### src/bsia_div_cell.sv
// One restoring division step: bring down the next dividend bit, subtract
// the divisor where it fits, shift the quotient bit in.
module bsia_div_cell #(
  parameter int unsigned QW = 42,
  parameter int unsigned PW = 8
) (
  input  logic          clk_i,
  input  logic          rst_ni,
  input  logic          valid_i,
  output logic          ready_o,
  input  logic [QW-1:0] rem_i,
  input  logic [QW-1:0] nq_i,
  input  logic [63:0]   dvs_i,
  input  logic [PW-1:0] pay_i,
  output logic          valid_o,
  input  logic          ready_i,
  output logic [QW-1:0] rem_o,
  output logic [QW-1:0] nq_o,
  output logic [63:0]   dvs_o,
  output logic [PW-1:0] pay_o
);

  logic          valid_q;
  logic [QW-1:0] rem_q, rem_d, nq_q, nq_d;
  logic [63:0]   dvs_q;
  logic [PW-1:0] pay_q;
  logic [64:0]   trial, diff;
  logic          fits;

  assign ready_o = !valid_q || ready_i;

  always_comb begin
    trial = {{(64 - QW){1'b0}}, rem_i, nq_i[QW-1]};
    diff  = trial - {1'b0, dvs_i};
    fits  = trial >= {1'b0, dvs_i};
    rem_d = fits ? diff[QW-1:0] : trial[QW-1:0];
    nq_d  = {nq_i[QW-2:0], fits};
  end

  always_ff @(posedge clk_i or negedge rst_ni) begin
    if (!rst_ni) begin
      valid_q <= 1'b0;
    end else if (ready_o) begin
      valid_q <= valid_i;
    end
  end

  always_ff @(posedge clk_i) begin
    if (ready_o && valid_i) begin
      rem_q <= rem_d;
      nq_q  <= nq_d;
      dvs_q <= dvs_i;
      pay_q <= pay_i;
    end
  end

  assign valid_o = valid_q;
  assign rem_o   = rem_q;
  assign nq_o    = nq_q;
  assign dvs_o   = dvs_q;
  assign pay_o   = pay_q;

endmodule

### config.mk
export PLATFORM = sky130hd
export DESIGN_NAME = bsia_div_cell
export DESIGN_NICKNAME = d
export VERILOG_FILES = /design/src/bsia_div_cell.sv
export SDC_FILE = /design/constraint.sdc
export NUM_CORES = 1
export LEC_CHECK = 0
export ABC_AREA = 1
export BUFFER_PORTS_ARGS = -buffer_cell sky130_fd_sc_hd__buf_2
export CORE_MARGIN = 4
export CORE_UTILIZATION = 41
export DETAILED_ROUTE_END_ITERATION = 7
export PLACE_DENSITY = 0.7
export SLEW_MARGIN = 20
export SYNTH_ARGS = -nofsm -noshare
export SYNTH_HDL_FRONTEND = slang
export SYNTH_SLANG_ARGS = --single-unit
### constraint.sdc
create_clock -name clk_i -period 8.2 [get_ports clk_i]
set_input_delay 0.41 -clock clk_i [delete_from_list [all_inputs] [get_ports clk_i]]
set_output_delay 0.41 -clock clk_i [all_outputs]
set_load 0.02 [all_outputs]
# --- After elaboration in Yosys (flattened, before gate mapping) ---
# Cells that the tools add are included.
op_classes:
  add_sub_neg: 1
  shifts: 0
  div: 0
  n_bitwise: 0
  n_reduce_logical: 3
  n_eq_ne: 0
  n_lt_le_gt_ge: 1
  mul: 0
  n_mux: 1
op_table:
  columns: ["op", "n"]
  rows:
  - ["43-bit by 64-bit greater-or-equal comparator with 1-bit output", 1]
  - ["42-bit two-way mux", 1]
  - ["42-bit subtractor", 1]
  - ["1-bit logical AND", 1]
  - ["1-bit zero test", 1]
  - ["1-bit logical OR", 1]
totals:
  regBits: 157
  ram_bits: 0
  memories: 0
  latch_bits: 0
  elab_cells: 11
  mem_bits_ro: 0

# --- Longest topological paths before layout ---
logic_depth:
  word_depth: 3
  depth_mapped: 18
  depth_no_buf: 16

# --- Worst setup path before layout ---
# No wires, ideal clock.
synth_path:
  path_type: "register to register"
  startpoint: "register valid_q, in the netlist valid_o"
  endpoint: "register dvs_q[0], in the netlist dvs_o[0], enable pin"
  period_less_slack_ns: 8.741
  stages_incl_launch_ff: 2
  path_buffers: 0
  arrival_time_ns: 8.017
  setup_slack_ns: -0.541
  setup_ns: 0.724
  required_ns: 7.476
  cell_sequence: "dfrtp_1 -> a21oi_1"
synth_between:
  elab_chain_len: 3
synth_lines:
  columns: ["element", "line", "source"]
  rows:
  - ["start: declaration", "23", "logic valid_q;"]
  - ["start signal: assignment", "44", "valid_q <= valid_i;"]
  - ["1-bit zero test", "30", "assign ready_o = !valid_q || ready_i;"]
  - ["1-bit logical OR", "30", null]
  - ["1-bit logical AND", "49", "if (ready_o && valid_i) begin"]
  - ["end signal: assignment", "52", "dvs_q <= dvs_i;"]
  - ["end: declaration", "25", "logic [63:0] dvs_q;"]
# No other way between the ends.
# A chain may end at the register's enable or synchronous reset.

# --- Final worst setup path ---
layout_path:
  startpoint: "input port nq_i[41]"
  endpoint: "register rem_q[6], in the netlist rem_o[6] (data pin)"
layout_between:
  elab_chain_len: 2
layout_lines:
  columns: ["element", "line", "source"]
  rows:
  - ["start: declaration", "12", "input logic [QW-1:0] nq_i,"]
  - ["43-bit by 64-bit greater-or-equal comparator with 1-bit output or 42-bit subtractor (tied branches)", "35, 34", null]
  - ["42-bit two-way mux (*)", "36", "rem_d = fits ? diff[QW-1:0] : trial[QW-1:0];"]
  - ["via rem_d[6]", "24", "logic [QW-1:0] rem_q, rem_d, nq_q, nq_d;"]
  - ["end signal: assignment", "50", "rem_q <= rem_d;"]
  - ["end: declaration", "24", null]
# The timed path passes the listed nets; every way through them passes the cells marked *.

==> impl_metrics.env <==
export IMPL_outcome="completed"
export IMPL_routedWlPerCell_um=16.2
export IMPL_min_path_cells=1
export IMPL_grt_overflow_total=0
export IMPL_initial_utilization_pct=41.9
export IMPL_post_cts_buffers=0
export IMPL_antenna_found_initial=2
export IMPL_grt_max_degree=65
export IMPL_power_w=0.00221
export IMPL_hold_buffers=1
export IMPL_whs_endpoint="nq_o[18]"
export IMPL_yosysTopAreaCell="edfxtp_1"
export IMPL_synth_nets=1284
export IMPL_p_leak_nw=5.94
export IMPL_cp_num_buf_inv=4
export IMPL_numCtsBuffers=17
export IMPL_slew_violations=0
export IMPL_ys_top_cells_by_area="edfxtp_1, nand2_1, inv_1"
export IMPL_areaGrowthSynthToFinish_pct=26.8
export IMPL_ant_nets=0
export IMPL_max_stage_delay_ns=0.61
export IMPL_htree_levels=4
export IMPL_hold_path_class="in -> reg"
export IMPL_cp_cell_sequence="buf_2 > inv_1 > ha_1 > inv_1 > fa_1 > nand2_1 > nand2_1 > nand3_2 > nand2_4 > nand2_2 > nand2_2 > nand2_2 > nand2_2 > nand2_2 > nand3_2 > buf_4 > nand2_1 > nand2_1"
export IMPL_whs_ns=0.156
export IMPL_die_w_um=158
export IMPL_synth_seq_area_share_pct=51.3
export IMPL_grt_pass1_wl_um=41400
export IMPL_crit_path_end_kind="register"
export IMPL_async_flop_share_pct=0.637
export IMPL_n_fill_cell=2101
export IMPL_layout_common_cells="nand2_1, buf_2, inv_1"
export IMPL_rr_worst_depth=3
export IMPL_yosysWarnings=0
export IMPL_clock_skew_final_ns=0.00692
export IMPL_synth_edff_count=156
export IMPL_slowest_stage="nand2_2"
export IMPL_cap_viol_max_count=0
export IMPL_path_class="in -> reg"
export IMPL_cpMostUsedCell="nand2_2"
export IMPL_final_common_cell="nand2_1"
export IMPL_critPathTopFamily="simple AND/OR/NAND/NOR gates"
export IMPL_drt_total_wl_um=27500
export IMPL_syn_inst=1080
export IMPL_root_buffer="clkbuf_16"
export IMPL_cellPowerDensity_nw_per_um2=190
export IMPL_dp_hpwl_um=21800
export IMPL_finalNetCount=1610
export IMPL_rr_endpoint="dvs_o[43]"
export IMPL_drt_iter0_markers=567
export IMPL_drc_errors=0
export IMPL_setup_viol=0
export IMPL_num_vias=8162
export IMPL_place_gp_congestion=0.869
export IMPL_cts_resized=0
export IMPL_clock_sinks=157
export IMPL_fin_crit_ns=3.34
export IMPL_cp_startpoint="nq_i[41]"
export IMPL_core_area_um2=21900
export IMPL_relSlewSlack_pct=44.4
export IMPL_worst_slew_pin_slew_ns=0.831
export IMPL_io_buffers=317
export IMPL_min_period_over_period_pct=40.7
export IMPL_rows=54
export IMPL_irDropWorstVdd_mv=0.123
export IMPL_avgSynthCellArea_um2=8.50
export IMPL_arrival_ns=3.51
export IMPL_rsz0062_at_grt="no"
export IMPL_hold_start="nq_i[17]"
export IMPL_dieArea_um2=24800
export IMPL_final_hold_violation_count=0
export IMPL_grt_usage_pct=21.4
export IMPL_vias_per_cell=4.80
export IMPL_yosys_area_top_type_share_pct=51.0
export IMPL_drive_gt1_share_pct=29.0
export IMPL_syn_area_um2=9180
export IMPL_ys_seq_elements=157
export IMPL_chipHeight_um=158
export IMPL_post_route_util_pct=53.2
export IMPL_setup_tns_ns=0
export IMPL_clockBufferDepth=2
export IMPL_ys_flop_type="edfxtp_1"
export IMPL_ios=318
export IMPL_critPathMaxFanout=38
export IMPL_clk_pin_slew_ns=0.07
export IMPL_fmax_mhz=300
export IMPL_worst_ep_required_time_ns=8.38
export IMPL_grt_pass1_vias=7986
export IMPL_cts_tree="yes"
export IMPL_clk_latency_ns=0.42
export IMPL_dr_pass1_iters=7
export IMPL_regToRegStartpoint="valid_o"
export IMPL_regToRegSetupSlack_ns=6.03
export IMPL_start_kind="input port"
export IMPL_yosysUniqueCellTypes=32
[cell type report]
cell class	instances	area, um^2	share of cell area [%]
diodes	2	5.00	0.0430
clock buffers	19	443	3.80
clock inverters	13	154	1.32
inverters	194	728	6.26
multi-input cells	712	3610	31.0
flip-flops and latches	157	4710	40.5
well taps	280	350	3.01
repair buffers	324	1640	14.1
[through the flow]
step | std cells | setup slack (ns) | area [um^2]
after floorplan | 1080 | 2.74 | 9180
after global placement | 1666 | 4.57 | 11000
after detailed placement | 1666 | 4.45 | 11000
after CTS | 1699 | 4.89 | 11600
after global routing | 1701 | 4.66 | 11600
final | 1701 | 4.86 | 11600
[cells in the mapped netlist, types with 5 or more instances]
| library cell | instances |
|---|---|
| edfxtp_1 | 156 |
| a21oi_1 | 33 |
| nand3_1 | 40 |
| nor2_1 | 84 |
| nor3_1 | 8 |
| nand2_2 | 36 |
| nand4_1 | 42 |
| nor2_2 | 6 |
| ha_1 | 43 |
| inv_2 | 5 |
| buf_2 | 8 |
| xor2_1 | 20 |
| o21ai_0 | 10 |
| inv_1 | 188 |
| nand2_1 | 367 |
[report_power, final]
part           leakage (nW)  internal (W)  switching (W)
clock                 0.297      0.000467       0.000360
sequential             1.50      0.000936     0.00000971
combinational          4.15      0.000147       0.000296
total                  5.94       0.00155       0.000665
[kinds of logic after synthesis]
group	count (synthesis)	share of synthesized area [%]
AO/OA/AOI/OAI	51	2.96
XOR/XNOR	24	2.29
AND/OR/NAND/NOR	593	27.9
adder cells (fa/ha/maj)	44	6.08
flip-flops	157	51.3
buffers and inverters	211	9.50
[worst register-to-register path: cells and delay by family (launching register included)]
| kind | cells | cell delay, ns |
|---|---|---|
| buf+inv | 2 | 1.21 |
| flops | 1 | 0.42 |
| compound gates | 1 | 0.16 |
[state kept, by name, summed over array words and instances, names as in the netlist]
signal	flops
dvs_o	64
nq_o	42
pay_o	8
rem_o	42
valid_o	1
[per-layer routing]
metal,GRT usage (%),up-vias,wire length (um)
li1,-,4124,-
met3,4.26,34,2150
met2,35.9,325,13100
met5,0,-,0
met1,27.9,3679,11600
met4,6.60,0,576
[worst max-delay path by stage]
| stage | endpoint | slack, ns | cells after the start |
|---|---|---|---|
| 2_1_floorplan | dvs_o[0] | 2.74 | 2 |
| 3_3_place_gp | rem_o[40] | 4.57 | 18 |
| 3_5_place_dp | rem_o[31] | 4.45 | 18 |
| 4_1_cts | rem_o[31] | 4.89 | 18 |
| 5_1_grt | rem_o[19] | 4.66 | 18 |
| 6_report | rem_o[6] | 4.86 | 18 |
No activity file was read; power rests on OpenSTA's default activity.
