$ cat src/bsia_enc_cell.sv
// One step of the packing loop: while the mantissa is out of range, divide
// by 16 (truncating), keep the rounding carry and count the exponent.
module bsia_enc_cell #(
  parameter int unsigned MW = 30,
  parameter int unsigned PW = 8
) (
  input  logic          clk_i,
  input  logic          rst_ni,
  input  logic          valid_i,
  output logic          ready_o,
  input  logic [63:0]   d_i,
  input  logic          carry_i,
  input  logic [1:0]    e_i,
  input  logic          done_i,
  input  logic [PW-1:0] pay_i,
  output logic          valid_o,
  input  logic          ready_i,
  output logic [63:0]   d_o,
  output logic          carry_o,
  output logic [1:0]    e_o,
  output logic          done_o,
  output logic [PW-1:0] pay_o
);

  localparam logic signed [64:0] MaxVal = (65'sd1 <<< (MW - 1)) - 65'sd1;

  logic          valid_q;
  logic [63:0]   d_q, d_d, d_bias;
  logic          carry_q, carry_d, done_q, done_d;
  logic [1:0]    e_q, e_d;
  logic [PW-1:0] pay_q;
  logic signed [64:0] sum;
  logic          wide;

  assign ready_o = !valid_q || ready_i;

  always_comb begin
    sum     = $signed({d_i[63], d_i}) + $signed({64'd0, carry_i});
    wide    = (sum > MaxVal) || (sum < -MaxVal);
    d_bias  = d_i + (d_i[63] ? 64'd15 : 64'd0);
    d_d     = d_i;
    carry_d = carry_i;
    e_d     = e_i;
    done_d  = done_i;
    if (!done_i) begin
      if (wide) begin
        carry_d = !d_i[63] && d_i[3];
        d_d     = {{4{d_bias[63]}}, d_bias[63:4]};
        e_d     = e_i + 2'd1;
        done_d  = (e_i == 2'd2);
      end else begin
        done_d  = 1'b1;
      end
    end
  end

  always_ff @(posedge clk_i or negedge rst_ni) begin
    if (!rst_ni) begin
      valid_q <= 1'b0;
    end else if (ready_o) begin
      valid_q <= valid_i;
    end
  end

  always_ff @(posedge clk_i) begin
    if (ready_o && valid_i) begin
      d_q     <= d_d;
      carry_q <= carry_d;
      e_q     <= e_d;
      done_q  <= done_d;
      pay_q   <= pay_i;
    end
  end

  assign valid_o = valid_q;
  assign d_o     = d_q;
  assign carry_o = carry_q;
  assign e_o     = e_q;
  assign done_o  = done_q;
  assign pay_o   = pay_q;

endmodule
$ cat config.mk
export PLATFORM = sky130hd
export DESIGN_NAME = bsia_enc_cell
export DESIGN_NICKNAME = d
export VERILOG_FILES = /design/src/bsia_enc_cell.sv
export SDC_FILE = /design/constraint.sdc
export NUM_CORES = 1
export LEC_CHECK = 0
export ABC_AREA = 1
export BUFFER_PORTS_ARGS = -buffer_cell sky130_fd_sc_hd__buf_4
export CORE_MARGIN = 1
export CORE_UTILIZATION = 39
export DETAILED_ROUTE_END_ITERATION = 16
export GPL_TIMING_DRIVEN = 1
export PLACE_DENSITY = 0.72
export SYNTH_ARGS = -nofsm -noshare
export SYNTH_HDL_FRONTEND = slang
export SYNTH_SLANG_ARGS = --single-unit
export TNS_END_PERCENT = 20
$ cat constraint.sdc
create_clock -name clk_i -period 11 [get_ports clk_i]
set_input_delay 0.55 -clock clk_i [delete_from_list [all_inputs] [get_ports clk_i]]
set_output_delay 0.55 -clock clk_i [all_outputs]
set_load 0.03 [all_outputs]
# Word level (Yosys, flattened, before mapping)
# Index checks and enable logic that the tools add are counted.
# word_totals
word_cells	27
inputBits	80
output_inout_bits	78
regBits	77
# classes
mux	7
bitwise_logic	1
add_sub_neg	3
n_lt_le_gt_ge	2
reduce_logical	7
eq_ne	1
# ops
op	n
64-bit 2-to-1 mux	2
64-bit by 2-bit adder with 65-bit output	1
65-bit by 30-bit > comparator with 1-bit output, second input constant	1
65-bit by 30-bit less-than comparator with 1-bit output, second input constant	1
64-bit by 4-bit adder with 64-bit output	1
2-bit 2-to-1 mux	2
4-bit 2-to-1 mux	1
2-bit by 1-bit adder with 2-bit output, second input constant	1
2-bit equality test, second input constant	1
1-bit logical AND	2
1-bit zero test	2
1-bit logical OR	2
1-bit 2-to-1 mux	2
2-bit OR reduction	1
1-bit inverter	1

# Depth between registers and ports, before layout
# Gate-level depths: netlist (run 1).
# logic_depth
ltp_word	5
mapped_depth	21
ltp_nobuf	19

# Worst setup path after synthesis (run 1)
# Ideal clock, no wire load.
# synth_timing
path_kind	input to register
from	input valid_i
to	register carry_q (netlist: carry_o) (enable)
required_time_ps	10465
setup_time_ps	535
t_arrival_ps	4272
stages	2
n_path_buf	0
slack_ps	6193
path_cell_list	inv_1 a21oi_1
# synth_via
elab_chain_cells	1
# synth_rtl
element	line	source
from (decl)	9	input logic valid_i,
1-bit logical AND	66	if (ready_o && valid_i) begin
to (signal assigned)	68	carry_q <= carry_d;
to (decl)	29	logic carry_q, carry_d, done_q, done_d;
# No other way between the ends.
# A chain may end at the register's enable or synchronous reset.

# Worst setup path after layout (run 1)
# layout_timing
from	input d_i[0]
to	register d_q[15] (netlist: d_o[15]), data pin
# layout_via
elab_chain_cells	5
elab_cells_between_ends	7
classes_between	add/sub: 2; order compare: 2; mux: 2; reduce/logical: 1
# layout_rtl
element	line	source
from (decl)	11	input logic [63:0] d_i,
64-bit by 2-bit adder with 65-bit output	38	sum = $signed({d_i[63], d_i}) + $signed({64'd0, carry_i});
65-bit by 30-bit > comparator with 1-bit output / 65-bit by 30-bit less-than comparator with 1-bit output (equally long branches)	39	wide = (sum > MaxVal) || (sum < -MaxVal);
1-bit logical OR	39	
64-bit 2-to-1 mux (*)	46	if (wide) begin
64-bit 2-to-1 mux (*)	45	if (!done_i) begin
net d_d[15]	28	logic [63:0] d_q, d_d, d_bias;
to (signal assigned)	67	d_q <= d_d;
to (decl)	28	
# The timed path passes the listed nets; every way through them passes the cells marked *.

==> flow_summary.toml, run 1 <==
[critical_path]
cp_num_cells = 19
cp_cell_sequence = "buf_4 -> ha_1 -> ha_1 -> nand2_1 -> nor2_4 -> nand2_1 -> nor2_1 -> nand3_1 -> xor2_1 -> nand2_1 -> nor2_1 -> nand2_1 -> nor2_1 -> nand3_2 -> buf_4 -> nand3_2 -> buf_4 -> nand2_1 -> nand2_1"
required_ns = 11.10
critPathTopFamily = "simple AND/OR/NAND/NOR gates"
crit_arrival_ns = 4.32
ff2ff_path_depth = 2
cp_slowest_cell = "buf_4"
cpMostUsedCell = "nand2_1"
start_kind = "input pin"
endpoint_kind = "register"
crit_fanout = 65
worstSetupPathType = "input pin to register"
cp.buffers_inverters = 3
max_stage_delay_ns = 0.53

[global_route]
grt_pass1_vias = 7369
grt_util_all_layers = 0.316
grt_overflow = 0
grt_max_degree = 66
grt_pass1_wl_um = 43100
grt_antenna_before_repair = 0

[finish]
drive_above_1_share = 0.170
area_delta_synth_final_pct = 23.5
stdcell_count = 1493
fillers = 1877
antenna_cells = 0
final_cell_area_um2 = 8820
utilization = 0.491
finalNetCount = 1346

[flow_run]
drv_cap = 0

[logic_synthesis]
synthTopCellsByArea = "edfxtp_1 32%, nand2_1 22%, nor2_1 11%, nand4_1 7.6%, inv_1 4.9%"
synth-seq-cells = 77
synth-edff-count = 76
avgSynthCellArea_um2 = 6.37
synth_xor_area_frac = 0.0601
synth_compound_area_frac = 0.0399
synthMuxAreaShare = 0
async_flop_share = 0.0130
synthSimpleGateAreaFrac = 0.485
ys_seq_area_frac = 0.323
synth_area_um2 = 7140
synth_ff_type = "edfxtp_1"
synth_top_area_share = 0.320
synth_area_leader_cell = "edfxtp_1"
synth.distinct_cells = 31
synth_warnings = 0
synth_top_family_by_area = "simple AND/OR/NAND/NOR gates"
syn_nets = 1209
synthAdderAreaFrac = 0.0123
netlist_instances = 1122

[clock_network]
clkTransAtPathRegs_ns = 0.06
cts_buffers = 9
ctsHtreeMaxLevel = 3
cts_root_buf = "clkbuf_16"
clk_latency_ns = 0.35
clock_path_buffers = 2
cts_tree = "done"
cts-resized-gates = 0
clock-sinks = 77

[timing]
finalClockSkew_ns = 0.00997
fin_crit_ns = 4.23
rsz0062_at_grt = "no"
finalCritPeriodShare = 0.384
hold_violations = 0
clock.fmax_mhz = 237
fin_tns_setup_ns = 0
maxSlewViolCount = 0
tightest_slew_ns = 1.15
setup_viol = 0
timing.slew.headroom = 0.230

[floorplan]
chipWidth_um = 137
initial_core_util = 0.398
dieArea_um2 = 18900
top_level_ports = 158
rows = 49
core_area_um2 = 18000
die_h_um = 137

[drt]
routedWlPerCell_um = 19.5
drtAntennaViolNets = 0
num_vias = 8222
viasPerCell = 5.51
drc = 0
first_pass_iters = 6
wl_um = 29100
drtIter0Drc = 830

[placed_design]
placed_area_um2 = 8470
io_buffers = 157
dp_hpwl_um = 23300
numPlacedInstances = 1476
place.gp.congestion = 1.07

[outcome]
status = "completed"

[hold_path]
hold_path.class = "input pin to register"
hold_depth = 1

[power_and_ir_drop]
p_leak_nw = 3.95
power_density_nw_per_um2 = 104
vdd_ir_drop_max_mv = 0.0686
==> what timing repair did <==
action | CTS | global route
endpoints found under the hold margin | 1 | 0
hold buffers | 1 | 0
buffers inserted | 0 | 0
endpoints found under the setup margin | 0 | 0
==> cells in the mapped netlist (2+ instances only) <==
cell type	n
nor2_2	13
nand4_1	87
nor2_1	200
o21ai_1	7
nand3_1	51
a31oi_1	5
inv_2	2
nand2_2	8
ha_1	7
clkbuf_1	10
a21oi_1	28
nor3_1	11
nand2_1	410
xnor2_1	9
o21bai_1	3
nor3b_1	3
buf_2	22
nand3b_1	2
xor2_1	40
and2_1	4
inv_1	94
edfxtp_1	76
o21ai_0	9
buf_6	4
nand3_2	2
clkbuf_2	2
nor2_4	9
==> power breakdown <==
group	switching, mW	internal [mW]	leakage [nW]
clock	0.126	0.223	0.164
sequential	0.00535	0.347	0.741
combinational	0.144	0.0743	3.05
total	0.276	0.645	3.95
==> sequential cells by signal, summed over array words and instances (netlist names) <==
register	count
done_o	1
e_o	2
valid_o	1
pay_o	8
d_o	64
carry_o	1
==> worst reg2reg max path, delay by kind of cell (launching register included) <==
family	cells	cell delay, ns
compound gates	1	0.53
flops	1	0.42
buf+inv	1	0.72
==> per-stage QoR <==
stage	hold slack (ns)	worst slack, ns	power, mW
after detailed placement	0.327	6.46	0.573
after CTS	0.365	6.85	0.923
final	0.373	6.77	0.921
after global routing	0.363	6.48	0.956
after floorplan	0.254	6.19	0.483
after global placement	0.325	6.60	0.572
==> worst paths after layout <==
kind / endpoint / slack (ns) / startpoint
worst max-delay path: d_o[15] / 6.77 / d_i[0]
worst min-delay path: pay_o[5] / 0.37 / pay_i[5]
worst max register to register: d_o[47] / 8.92 / valid_o
worst min register to register: valid_o / 0.59 / valid_o
max in group asynchronous: valid_o / 10.41 / rst_ni
min in group asynchronous: valid_o / 0.51 / rst_ni
==> cell usage in the layout, fill, tap and decap left out, types with 11 or more instances in the layout <==
master    instances
a21oi_1          27
buf_4           163
edfxtp_1         76
inv_1            93
nand2_1         409
nand3_1          50
nand4_1          87
nor2_1          200
nor2_2           13
nor3_1           11
xor2_1           40
==> area by class of cell <==
class                           instances  area (um^2)  share of cell area
Timing Repair Buffer                  164         1230               0.140
Clock buffer                           11          233              0.0264
Sequential cell                        77         2310               0.262
Inverter                               97          364              0.0413
Clock inverter                          5          108              0.0122
Multi-Input combinational cell        910         4290               0.486
Tap cell                              229          287              0.0325
==> cell families after synthesis <==
| family | count (synthesis) |
|---|---|
| AND/OR/NAND/NOR | 801 |
| buffers and inverters | 135 |
| flip-flops | 77 |
| AO/OA/AOI/OAI | 53 |
| XOR/XNOR | 49 |
| adder cells (fa/ha/maj) | 7 |
==> per-layer routing <==
layer  part of all wire  GRT usage  wire length (um)
met1               0.43      0.453             12600
met2               0.42      0.454             12200
met3               0.12     0.0824              3420
met4              0.030      0.112               884
met5                  0          0                 0
Power figures use the tool's default switching activity.
==> run 2: changes to the inputs <==
Settings changed: PLACE_DENSITY 0.72 to 0.74.
Clock period 11 ns to 3.8 ns, I/O delays scaled along.
==> run 2 against run 1 <==
  * Register-to-register slack lost 6.7 ns
  * Sequential cell count did not move
  * Wire length is 3.6% higher
  * Cell count grew 0.94%
  * Utilization is 0.67 points higher
  * First-iteration DRC count is 12% higher
  * Clock skew decreased by 0.0024 ns
==> flow_summary.toml, run 2 (synthesis results as in run 1) <==
[outcome]
status = "completed"

[timing]
maxSlewViolCount = 0
clock.fmax_mhz = 324
finalClockSkew_ns = 0.00760
rsz0062_at_grt = "no"
timing.slew.headroom = 0.557
tightest_slew_ns = 0.665
setup_viol = 0
fin_crit_ns = 3.08
hold_violations = 0
fin_tns_setup_ns = 0
finalCritPeriodShare = 0.811

[power_and_ir_drop]
pwr-share-clk = 0.384
pwr-share-comb = 0.238
p_int_mw = 1.89
power_density_nw_per_um2 = 303
p_sw_mw = 0.816
p_leak_nw = 4.03
power_mw = 2.70
p_seq_frac = 0.377
vdd_ir_drop_max_mv = 0.211
swShare = 0.302

[drt]
drtIter0Drc = 929
num_vias = 8212
drtAntennaViolNets = 0
first_pass_iters = 5
viasPerCell = 5.45
routedWlPerCell_um = 20.0
wl_um = 30200
drc = 0

[finish]
fillers = 1844
layout_common_cells = "409 x nand2_1, 200 x nor2_1, 175 x buf_4"
largest_register_ffs = 64
drive_above_1_share = 0.178
area_delta_synth_final_pct = 25.2
final_common_cell = "nand2_1"
antenna_cells = 0
finalNetCount = 1360

[hold_path]
hold_path.class = "input pin to register"

[global_route]
grt_antenna_before_repair = 0
grt_util_all_layers = 0.329
grt_overflow = 0
grt_max_degree = 53
grt_pass1_vias = 7567
grt_pass1_wl_um = 44800

[placed_design]
dp_hpwl_um = 24400
place.gp.congestion = 1.01
io_buffers = 157

[critical_path]
ff2ff_path_depth = 2
crit_fanout = 44
worstSetupPathType = "input pin to register"
cp.buffers_inverters = 2
critPathTopFamily = "simple AND/OR/NAND/NOR gates"
required_ns = 4.02
endpoint = "d_o[36]"
start_kind = "input pin"
crit_arrival_ns = 3.30
cp_cell_sequence = "buf_4 -> ha_1 -> ha_1 -> nand2_1 -> nor2_4 -> nand2_1 -> nor2_1 -> nand2_1 -> xor2_1 -> nor2_1 -> nor3b_1 -> nand3_2 -> nand3_2 -> buf_4 -> nand2_1 -> nand2_1"
r2r_start = "valid_o"
max_stage_delay_ns = 0.43
cp-startpoint = "d_i[0]"
cp_num_cells = 16
ff2ff_setup_slack_ns = 2.22
cpMostUsedCell = "nand2_1"
timing.rr.end = "d_o[8]"
endpoint_kind = "register"
cp_slowest_cell = "buf_4"

[floorplan]
dieArea_um2 = 18900
die_h_um = 137
top_level_ports = 158
initial_core_util = 0.398
chipWidth_um = 137
rows = 49
core_area_um2 = 18000

[clock_network]
cts_root_buf = "clkbuf_16"
cts-resized-gates = 0
ctsHtreeMaxLevel = 3
cts_tree = "done"
clock-sinks = 77
clk_latency_ns = 0.36
clkTransAtPathRegs_ns = 0.07
cts_buffers = 9
clock_path_buffers = 2

[flow_run]
drv_cap = 0
[run 2: changes by cell type in the layout (fill, tap and decap cells not counted)]
cell	change
clkbuf_8	+1
clkbuf_1	-1
dlygate4sd3_1	+2
buf_4	+12
[run 2: metrics by stage]
stage | utilization | std cells | hold WS, ns | setup WS, ns | cell area (um^2)
4_1_cts | 0.498 | 1507 | 0.000304 | 0.767 | 8940
6_report | 0.498 | 1507 | 0.00411 | 0.717 | 8940
3_3_place_gp | 0.476 | 1488 | -0.0345 | 0.457 | 8560
2_1_floorplan | - | 1122 | -0.106 | 0.724 | 7150
5_1_grt | 0.498 | 1507 | 0.00191 | 0.438 | 8940
3_5_place_dp | 0.476 | 1488 | -0.0341 | 0.400 | 8560
[run 2: power by group through the flow]
stage	Combinational, mW	Sequential [mW]	Clock, mW
3_3_place_gp	0.629	1.04	0
5_1_grt	0.695	1.03	1.08
4_1_cts	0.635	1.02	1.05
6_report	0.644	1.02	1.04
3_5_place_dp	0.630	1.04	0
2_1_floorplan	0.247	1.15	0
[run 2: per-layer routing]
layer | share of wire | track usage | vias to the layer above
met3 | 0.10 | 0.0773 | 62
met1 | 0.44 | 0.468 | 3752
met2 | 0.42 | 0.474 | 448
met4 | 0.034 | 0.132 | 0
li1 | - | - | 3950
met5 | 0 | 0 | -
[run 2: worst register-to-register path: cells and delay by family, from the launching register on]
kind	cells	cell delay (ns)
DFF	1	0.43
AOI/OAI and AO/OA	1	0.19
buffers and inverters	1	0.55
[run 2: cell type report]
type	instances	area [um^2]	share of cell area
clock buffer	11	243	0.0272
clock inverter	5	108	0.0120
inverter	97	364	0.0407
multi-input combinational	910	4290	0.480
sequential	77	2310	0.258
tap	229	287	0.0321
timing repair buffer	178	1340	0.150
[run 2: how the worst min path moves through the flow]
stage,depth (start not counted),slack [ns],to,startpoint
global route,1,0.002,pay_o[3],pay_i[3]
floorplan,0,-0.11,valid_o,rst_ni
global placement,1,-0.03,valid_o,rst_ni
finish,1,0.004,pay_o[3],pay_i[3]
detailed placement,1,-0.03,valid_o,rst_ni
CTS,1,0.0003,pay_o[3],pay_i[3]
[run 2: repair_timing]
action,CTS,global route
hold buffers,3,0
setup buffers,0,0
endpoints found under the hold margin,3,0
